===== config.mk =====
export PLATFORM = sky130hd
export DESIGN_NAME = sample_word_packer_unit
export DESIGN_NICKNAME = d
export VERILOG_FILES = /design/src/hdl/swp_pkg.sv /design/src/hdl/sample_word_packer_unit.sv /design/src/hdl/swp_out_fifo.sv
export SDC_FILE = /design/constraint.sdc
export NUM_CORES = 2
export LEC_CHECK = 0
export CAP_MARGIN = 20
export CORE_ASPECT_RATIO = 1.5
export CORE_MARGIN = 4
export CORE_UTILIZATION = 30
export DETAILED_ROUTE_END_ITERATION = 8
export DONT_BUFFER_PORTS = 1
export HOLD_SLACK_MARGIN = 0.15
export PLACE_DENSITY = 0.55
export SLEW_MARGIN = 20
export SYNTH_ARGS = -nofsm -noshare
export SYNTH_HDL_FRONTEND = slang
export SYNTH_SLANG_ARGS = --single-unit

===== constraint.sdc =====
create_clock -name i_clk -period 12.4 [get_ports i_clk]
set_input_delay 0 -clock i_clk [delete_from_list [all_inputs] [get_ports i_clk]]
set_output_delay 0 -clock i_clk [all_outputs]
set_load 0.03 [all_outputs]

===== src/hdl/swp_pkg.sv =====
`default_nettype none
package swp_pkg;

    localparam int SAMPLE_BITS_W = 7;
    localparam int OUT_WORD_W    = 64;
    localparam int LINE_REG_W    = 16;
    localparam int OUT_DEPTH     = 4;
    localparam int PTR_W         = $clog2(OUT_DEPTH);
    localparam int CNT_W         = $clog2(OUT_DEPTH + 1);

    localparam logic [1:0] REG_SAMPLE_BITS      = 2'd0;
    localparam logic [1:0] REG_WORD_SIZE_CODE   = 2'd1;
    localparam logic [1:0] REG_FILL_METHOD      = 2'd2;
    localparam logic [1:0] REG_SAMPLES_PER_LINE = 2'd3;

    localparam logic [1:0] WORD_CODE_16 = 2'd0;
    localparam logic [1:0] WORD_CODE_32 = 2'd1;

    localparam logic FILL_PAD_LOW  = 1'b0;
    localparam logic FILL_PAD_HIGH = 1'b1;

    typedef struct packed {
        logic [OUT_WORD_W-1:0] word;
        logic                  last;
    } t_out_item;

    typedef struct packed {
        logic [1:0] count;
        t_out_item  item_a;
        t_out_item  item_b;
    } t_push_req;

    function automatic logic [SAMPLE_BITS_W-1:0] word_bits(input logic [1:0] code);
        logic [SAMPLE_BITS_W-1:0] bits;
        case (code)
            WORD_CODE_16: bits = SAMPLE_BITS_W'(16);
            WORD_CODE_32: bits = SAMPLE_BITS_W'(32);
            default:      bits = SAMPLE_BITS_W'(64);
        endcase
        return bits;
    endfunction

endpackage
`default_nettype wire


===== src/hdl/sample_word_packer_unit.sv =====
// Sample word packer: packs image samples MSB first into 16/32/64-bit words.
// Input channel: i_in_valid / o_in_stall with i_sample_value, i_end_of_frame.
//   A transfer happens on a rising edge with valid high and stall low.
// Output channel: o_out_valid / i_out_stall with o_packed_word, o_last_word.
// Configuration: APB-style port, registers at byte addresses 0, 4, 8, 12
//   (sample_bits, word_size_code, fill_method, samples_per_line). Write
//   only while idle; writing word_size_code drops a partly filled word.
// Flow: a sample is packed while it sits in the input register, once the
//   output queue has room for two words; its words enter the output queue
//   at the end of that cycle and are registered there before they are
//   offered on the output port.
// Throughput: one sample per cycle while each sample yields at most one word
//   and the receiver does not stall; a frame-end sample that also flushes the
//   prior word yields two for the single-word port behind a 4-entry queue.
// Stall: when the receiver stalls, words wait in the queue; the packer stops
//   once the queue has room for fewer than two words, and the input stalls.
// Reset: synchronous, clears the queue, input register, accumulator and line
//   counter and loads the default configuration.
`default_nettype none
module sample_word_packer_unit #(
    parameter int MAX_WORD_BITS   = 64,
    parameter int LINE_COUNT_BITS = 16
) (
    input  wire logic        i_clk,
    input  wire logic        i_rst_n,
    input  wire logic        i_in_valid,
    output logic             o_in_stall,
    input  wire logic [63:0] i_sample_value,
    input  wire logic        i_end_of_frame,
    output logic             o_out_valid,
    input  wire logic        i_out_stall,
    output logic [63:0]      o_packed_word,
    output logic             o_last_word,
    input  wire logic        psel,
    input  wire logic        penable,
    input  wire logic        pwrite,
    input  wire logic [3:0]  paddr,
    input  wire logic [31:0] pwdata,
    output logic [31:0]      prdata,
    output logic             pready
);
    import swp_pkg::*;

    localparam int FREE_W = $clog2(MAX_WORD_BITS + 1);
    localparam int CMP_W  = (LINE_COUNT_BITS > LINE_REG_W) ? LINE_COUNT_BITS : LINE_REG_W;
    localparam logic [MAX_WORD_BITS-1:0] ALL_ONES = '1;

    logic [SAMPLE_BITS_W-1:0]   r_sample_bits;
    logic [1:0]                 r_word_code;
    logic                       r_fill;
    logic [LINE_REG_W-1:0]      r_spl;
    logic [MAX_WORD_BITS-1:0]   r_acc;
    logic [FREE_W-1:0]          r_free;
    logic [LINE_COUNT_BITS-1:0] r_line;
    logic                       r_in_valid;
    logic [63:0]                r_sample;
    logic                       r_eof;

    logic                       cfg_wr;
    logic                       in_take;
    logic                       proc;
    logic                       room2;
    logic                       out_pop;
    t_push_req                  push;
    t_out_item                  head;
    logic [FREE_W-1:0]          cfg_width;
    logic [FREE_W-1:0]          w;
    logic [SAMPLE_BITS_W-1:0]   b_raw;
    logic [FREE_W-1:0]          b;
    logic [MAX_WORD_BITS-1:0]   wmask;
    logic [MAX_WORD_BITS-1:0]   smask;
    logic [MAX_WORD_BITS-1:0]   acc0;
    logic [FREE_W-1:0]          free0;
    logic                       first;
    logic [MAX_WORD_BITS-1:0]   acc1;
    logic [FREE_W-1:0]          free1;
    logic [MAX_WORD_BITS-1:0]   acc2;
    logic [FREE_W-1:0]          free2;
    logic [MAX_WORD_BITS-1:0]   word1;
    logic [MAX_WORD_BITS-1:0]   word2;
    logic [LINE_COUNT_BITS-1:0] line_inc;
    logic [MAX_WORD_BITS-1:0]   n_acc;
    logic [FREE_W-1:0]          n_free;
    logic [LINE_COUNT_BITS-1:0] n_line;

    function automatic logic [FREE_W-1:0] clamp_width(input logic [1:0] code);
        logic [SAMPLE_BITS_W-1:0] bits;
        bits = word_bits(code);
        if (bits > SAMPLE_BITS_W'(MAX_WORD_BITS)) begin
            bits = SAMPLE_BITS_W'(MAX_WORD_BITS);
        end
        return FREE_W'(bits);
    endfunction

    assign pready     = 1'b1;
    assign cfg_wr     = psel && penable && pwrite;
    assign cfg_width  = clamp_width(pwdata[1:0]);
    assign proc       = r_in_valid && room2;
    assign o_in_stall = r_in_valid && !room2;
    assign in_take    = i_in_valid && !o_in_stall;
    assign out_pop    = o_out_valid && !i_out_stall;
    assign o_packed_word = head.word;
    assign o_last_word   = head.last;

    always_comb begin
        unique case (paddr[3:2])
            REG_SAMPLE_BITS:      prdata = 32'(r_sample_bits);
            REG_WORD_SIZE_CODE:   prdata = 32'(r_word_code);
            REG_FILL_METHOD:      prdata = 32'(r_fill);
            REG_SAMPLES_PER_LINE: prdata = 32'(r_spl);
        endcase
    end

    always_comb begin
        w = clamp_width(r_word_code);
        b_raw = (r_sample_bits == '0) ? SAMPLE_BITS_W'(1) : r_sample_bits;
        if (b_raw > SAMPLE_BITS_W'(w)) begin
            b = w;
        end else begin
            b = FREE_W'(b_raw);
        end
        wmask = ALL_ONES >> (FREE_W'(MAX_WORD_BITS) - w);
        smask = ALL_ONES >> (FREE_W'(MAX_WORD_BITS) - b);

        if (r_free > w) begin
            acc0  = '0;
            free0 = w;
        end else begin
            acc0  = r_acc;
            free0 = r_free;
        end

        first = ((r_line == '0) && (free0 != w)) || (free0 < b);
        word1 = ((r_fill == FILL_PAD_LOW) ? (acc0 << free0) : acc0) & wmask;
        acc1  = first ? '0 : acc0;
        free1 = first ? w : free0;
        acc2  = (acc1 << b) | (r_sample[MAX_WORD_BITS-1:0] & smask);
        free2 = FREE_W'(free1 - b);
        word2 = ((r_fill == FILL_PAD_LOW) ? (acc2 << free2) : acc2) & wmask;

        line_inc = LINE_COUNT_BITS'(r_line + LINE_COUNT_BITS'(1));

        if (r_eof) begin
            n_acc  = '0;
            n_free = w;
            n_line = '0;
        end else begin
            n_acc  = acc2;
            n_free = free2;
            n_line = (CMP_W'(line_inc) == CMP_W'(r_spl)) ? '0 : line_inc;
        end

        push.item_a.word = 64'(first ? word1 : word2);
        push.item_a.last = !first;
        push.item_b.word = 64'(word2);
        push.item_b.last = 1'b1;
        if (!proc) begin
            push.count = 2'd0;
        end else begin
            push.count = 2'(first) + 2'(r_eof);
        end
    end

    always_ff @(posedge i_clk) begin
        if (!i_rst_n) begin
            r_sample_bits <= SAMPLE_BITS_W'(10);
            r_word_code   <= WORD_CODE_32;
            r_fill        <= FILL_PAD_LOW;
            r_spl         <= LINE_REG_W'(6144);
            r_acc         <= '0;
            r_free        <= clamp_width(WORD_CODE_32);
            r_line        <= '0;
            r_in_valid    <= 1'b0;
        end else begin
            if (in_take) begin
                r_in_valid <= 1'b1;
            end else if (proc) begin
                r_in_valid <= 1'b0;
            end
            if (cfg_wr) begin
                unique case (paddr[3:2])
                    REG_SAMPLE_BITS:    r_sample_bits <= pwdata[SAMPLE_BITS_W-1:0];
                    REG_WORD_SIZE_CODE: begin
                        r_word_code <= pwdata[1:0];
                        r_acc       <= '0;
                        r_free      <= cfg_width;
                    end
                    REG_FILL_METHOD:      r_fill <= pwdata[0];
                    REG_SAMPLES_PER_LINE: r_spl  <= pwdata[LINE_REG_W-1:0];
                endcase
            end else if (proc) begin
                r_acc  <= n_acc;
                r_free <= n_free;
                r_line <= n_line;
            end
        end
    end

    always_ff @(posedge i_clk) begin
        if (in_take) begin
            r_sample <= i_sample_value;
            r_eof    <= i_end_of_frame;
        end
    end

    swp_out_fifo u_out_fifo (
        .i_clk   (i_clk),
        .i_rst_n (i_rst_n),
        .i_push  (push),
        .i_pop   (out_pop),
        .o_head  (head),
        .o_valid (o_out_valid),
        .o_room2 (room2)
    );

    a_free_bound: assert property (@(posedge i_clk) disable iff (!i_rst_n)
        r_free <= w)
        else $error("free bits beyond word width");

    a_eof_clears: assert property (@(posedge i_clk) disable iff (!i_rst_n)
        (proc && r_eof && !cfg_wr) |=> (r_line == '0 && r_acc == '0))
        else $error("frame end left packing state");

    a_stall_cause: assert property (@(posedge i_clk) disable iff (!i_rst_n)
        o_in_stall |-> (r_in_valid && push.count == 2'd0))
        else $error("input stalled while packer moved");

endmodule
`default_nettype wire


===== src/hdl/swp_out_fifo.sv =====
`default_nettype none
module swp_out_fifo (
    input  wire logic               i_clk,
    input  wire logic               i_rst_n,
    input  wire swp_pkg::t_push_req i_push,
    input  wire logic               i_pop,
    output swp_pkg::t_out_item      o_head,
    output logic                    o_valid,
    output logic                    o_room2
);
    import swp_pkg::*;

    t_out_item        r_mem [OUT_DEPTH];
    logic [PTR_W-1:0] r_wr;
    logic [PTR_W-1:0] r_rd;
    logic [CNT_W-1:0] r_count;
    logic [PTR_W-1:0] n_wr;
    logic [CNT_W-1:0] n_count;
    logic [PTR_W-1:0] wr_next;

    assign wr_next = PTR_W'(r_wr + PTR_W'(1));
    assign n_wr    = PTR_W'(r_wr + PTR_W'(i_push.count));
    assign n_count = CNT_W'(r_count + CNT_W'(i_push.count) - CNT_W'(i_pop));
    assign o_valid = (r_count != '0);
    assign o_room2 = (r_count <= CNT_W'(OUT_DEPTH - 2));
    assign o_head  = r_mem[r_rd];

    always_ff @(posedge i_clk) begin
        if (!i_rst_n) begin
            r_wr    <= '0;
            r_rd    <= '0;
            r_count <= '0;
        end else begin
            r_wr    <= n_wr;
            r_count <= n_count;
            if (i_pop) begin
                r_rd <= PTR_W'(r_rd + PTR_W'(1));
            end
        end
    end

    always_ff @(posedge i_clk) begin
        if (i_push.count != 2'd0) begin
            r_mem[r_wr] <= i_push.item_a;
        end
        if (i_push.count == 2'd2) begin
            r_mem[wr_next] <= i_push.item_b;
        end
    end

    a_count_bound: assert property (@(posedge i_clk) disable iff (!i_rst_n)
        r_count <= CNT_W'(OUT_DEPTH))
        else $error("output queue count beyond depth");

    a_pop_only: assert property (@(posedge i_clk) disable iff (!i_rst_n)
        (i_pop && i_push.count == 2'd0) |=> r_count == CNT_W'($past(r_count) - 1'b1))
        else $error("pop without push did not drop count");

    a_push_room: assert property (@(posedge i_clk) disable iff (!i_rst_n)
        (i_push.count != 2'd0) |-> (o_room2 || (i_pop && i_push.count == 2'd1)))
        else $error("push into full output queue");

endmodule
`default_nettype wire

==> results.cfg <==
[yosys]
synth_enable_flop_cells = 321
asyncSetResetFlopFracSynth_pct = 0
syn_area_per_cell_um2 = 8.50
synthDistinctLibCells = 115
netlist_area_um2 = 38100
ys_dominant_reg_cell = edfxtp_1
synthDominantAreaCellType = edfxtp_1
area_share_of_the_largest_cell_type_after_synthesis_pct = 25.3
ys_seq_elements = 448
synth-warning-count = 0
yosys-top-cells-area = edfxtp_1, dfxtp_1, mux4_2
yosysSeqAreaShare_pct = 31.9
postSynthCellCount = 4486

[grt]
first_pass_grt_wire_length_um = 335000
gr-usage-all-layers_pct = 35.6
grt_overflow_total = 0
pin_count_of_the_biggest_net_entering_global_routing = 123
antenna_violations_before_repair = 12
first_global_vias = 39900

[place]
gp_congestion = 1.05
dp_hpwl_um = 184000
numPortBuffers = 0
dpl.cell_count = 5946

[clock_network]
clk_pin_slew_worst_paths_ns = 0.07
cts_tree = built
cts_buffer_depth = 3
cts-resized-gates = 0
clock_sink_count = 448
h-tree-depth = 2
root_buffer = clkbuf_16
post_cts.repair.setup_buffers = 0
cts-buffers-inserted = 50
worst_skew_pair.late_latency_ns = 0.69

[die]
core_area_um2 = 127000
die_height_um = 445
pin_count = 208
die-width_um = 299
start_util_pct = 30.2
die_area_um2 = 133000
placement_rows = 160

[route]
vias_per_cell = 6.78
drt-wirelength-per-cell_um = 39.5
vias = 42200
route.antenna.remaining_nets = 0
drc = 0
drt-initial-drc-count = 6328
drt_first_pass_iters = 8
routed_wl_um = 246000

[final_layout]
regArea_um2 = 12200
n_fill_cell = 13300
area_added_between_synthesis_and_finish_pct = 14.8
layout_nets = 4625
final_layout_size_suffix_gt1_share_pct = 13.2
multiInputGateArea_um2 = 24200
stdcell_count = 6231

[sta]
finalHoldWorstSlack_ns = 0.207
slew_headroom_pct = 14.5
slew_viols_final = 0
worst_clock_skew_ns = 0.0616
grt_setup_unrepaired = false
timing.final.hold_violations = 0
period_minus_slack_ns = 10.16
fin_setup_tns_ns = 0
tightestPinTransition_ns = 1.28
achievable-frequency_mhz = 98.4
fin_crit_sh_pct = 81.9
finalSetupViolations = 0

[critical_path]
worstSetupEndpointType = flop
critical-path-slowest-cell = a222oi_1
crit_path_start_kind = flop
critPathMaxStageDelay_ns = 0.94
worst_ep_required_time_ns = 12.84
cpMostUsedCell = buf_4
path_max_fanout = 27
critical_path_arrival_ns = 10.60
setup.worst_path.class = flop to flop

[power_and_ir_drop]
design_power_total_mw = 8.22
static-leakage-power_nw = 14.0
power.density_cell_area_nw_per_um2 = 188
vdd.ir_drop.worst_mv = 0.160

[flow_run]
max-cap-violations = 0

[min_path]
min-delay-path-class = primary input to flop

[status]
run_status = complete, no violations
[cell families (layout without fill, tap and decap cells)]
kind of cell               after synthesis  after routing  synth area share, %
and+or+nand+nor                       1581           1581                 19.6
adders and majority gates               33             33                 1.12
other                                    2             27               0.0197
xor gates and xnor gates                49             49                 1.19
buffers and inverters                  511            530                 5.63
DFF                                    448            448                 31.9
muxes                                  306            306                 11.8
AOI/OAI and AO/OA                     1556           1556                 28.7
[cells in the mapped netlist, types with 25 or more instances]
cell	count
nor4_1	60
nor2_1	307
buf_1	48
a21oi_1	222
o22ai_1	171
o31ai_1	26
or3_1	28
and2_1	58
o2bb2ai_1	28
mux2_2	36
inv_1	51
o32ai_1	36
a22oi_1	108
mux4_2	111
mux2i_1	157
o211ai_1	74
ha_1	31
buf_2	60
o221ai_1	34
dfxtp_1	127
nand2_1	583
xnor2_1	31
a32oi_1	25
a31oi_1	62
nand3_1	151
clkbuf_1	301
buf_4	28
a221oi_1	39
and3_1	37
edfxtp_1	321
a22o_1	75
a211oi_1	81
nand2b_1	33
nor3_1	132
o21ai_0	273
nor2b_1	97
a21boi_0	31
[power breakdown]
| part | internal [mW] | leakage, nW | total, mW | switching, mW |
|---|---|---|---|---|
| registers | 1.78 | 4.03 | 1.89 | 0.113 |
| logic | 1.16 | 9.15 | 4.78 | 3.62 |
| clock network | 0.836 | 0.814 | 1.55 | 0.713 |
| total | 3.77 | 14.0 | 8.22 | 4.45 |
[sequential cells by signal, indices dropped and copies added, names as in the netlist, named ones only]
signal              count
r_free                  7
r_sample               64
u_out_fifo.r_rd         2
r_in_valid              1
u_out_fifo.r_wr         2
r_spl                  16
r_line                 16
r_acc                  64
u_out_fifo.r_count      3
r_eof                   1
r_sample_bits           7
r_word_code             2
u_out_fifo.r_mem      260
r_fill                  1
[critical path: cells and delay by family, from the launching register on]
kind            cells  cell delay, ns
compound gates      7            2.83
simple gates       10            2.72
buf+inv             7            1.76
mux                 2            0.99
fa+ha+maj           3            0.98
flops               1            0.60
[layout make-up]
type,instances,area share [%]
clock inverters,37,0.920
flip-flops and latches,448,27.8
multi-input cells,3542,55.3
repair buffers,376,7.60
well taps,1701,4.86
diodes,10,0.0571
clock buffers,51,2.86
inverters,66,0.597
[per-stage QoR]
step                cell area (um2)  util, %  worst slack [ns]
floorplan                     38200        -              2.46
global placement              40200     31.7              2.33
detailed placement            40200     31.8              2.37
CTS                           43700     34.5              2.34
global route                  43800     34.6              2.02
finish                        43800     34.6              2.24
[cells in the final DEF, fill, tap and decap left out, types with 25 or more instances in the layout]
cell           netlist  layout
nand2_1            583     578
edfxtp_1           321     321
nor2_1             307     300
o21ai_0            273     273
a21oi_1            222     218
buf_4               28     188
dlygate4sd3_1        0     184
o22ai_1            171     170
mux2i_1            157     154
nand3_1            151     151
nor3_1             132     127
dfxtp_1            127     121
mux4_2             111     111
a22oi_1            108     108
nor2b_1             97      96
a211oi_1            81      79
a22o_1              75      75
o211ai_1            74      74
a31oi_1             62      61
and2_1              58      58
nor4_1              60      56
clkbuf_16            0      50
inv_1               51      49
a221oi_1            39      37
and3_1              37      37
o32ai_1             36      36
mux2_2              36      36
o221ai_1            34      34
nand2b_1            33      32
a21boi_0            31      30
ha_1                31      30
or3_1               28      28
o2bb2ai_1           28      28
xnor2_1             31      26
o31ai_1             26      25
a32oi_1             25      25
[worst paths after layout]
check / from / end / slack, ns / cells after the start
worst min-delay path: paddr[2] / r_spl[0]$_SDFFE_PN0P_ / 0.21 / 4
worst max register to register: r_word_code[1]$_SDFFE_PN0P_ / u_out_fifo.r_mem[1][49]$_DFFE_PP_ / 2.24 / 29
worst min register to register: u_out_fifo.r_mem[1][0]$_SDFFE_PP1P_ / u_out_fifo.r_mem[1][0]$_SDFFE_PP1P_ / 0.45 / 2
worst max-delay path: r_word_code[1]$_SDFFE_PN0P_ / u_out_fifo.r_mem[1][49]$_DFFE_PP_ / 2.24 / 29
[metal layers]
layer	GRT usage, %	part of all wire (%)	wire length [um]	vias up
met5	0	0.020	50	-
met4	32.2	12	29200	6
met3	7.36	8.5	21000	971
met2	57.2	45	111000	2983
met1	39.7	34	84500	20900
li1	-	-	-	17400
[what timing repair did]
item,CTS,global route
hold buffers,185,0
endpoints found under the setup margin,0,0
endpoints found under the hold margin,206,0
(Power assumes the default switching activity.)
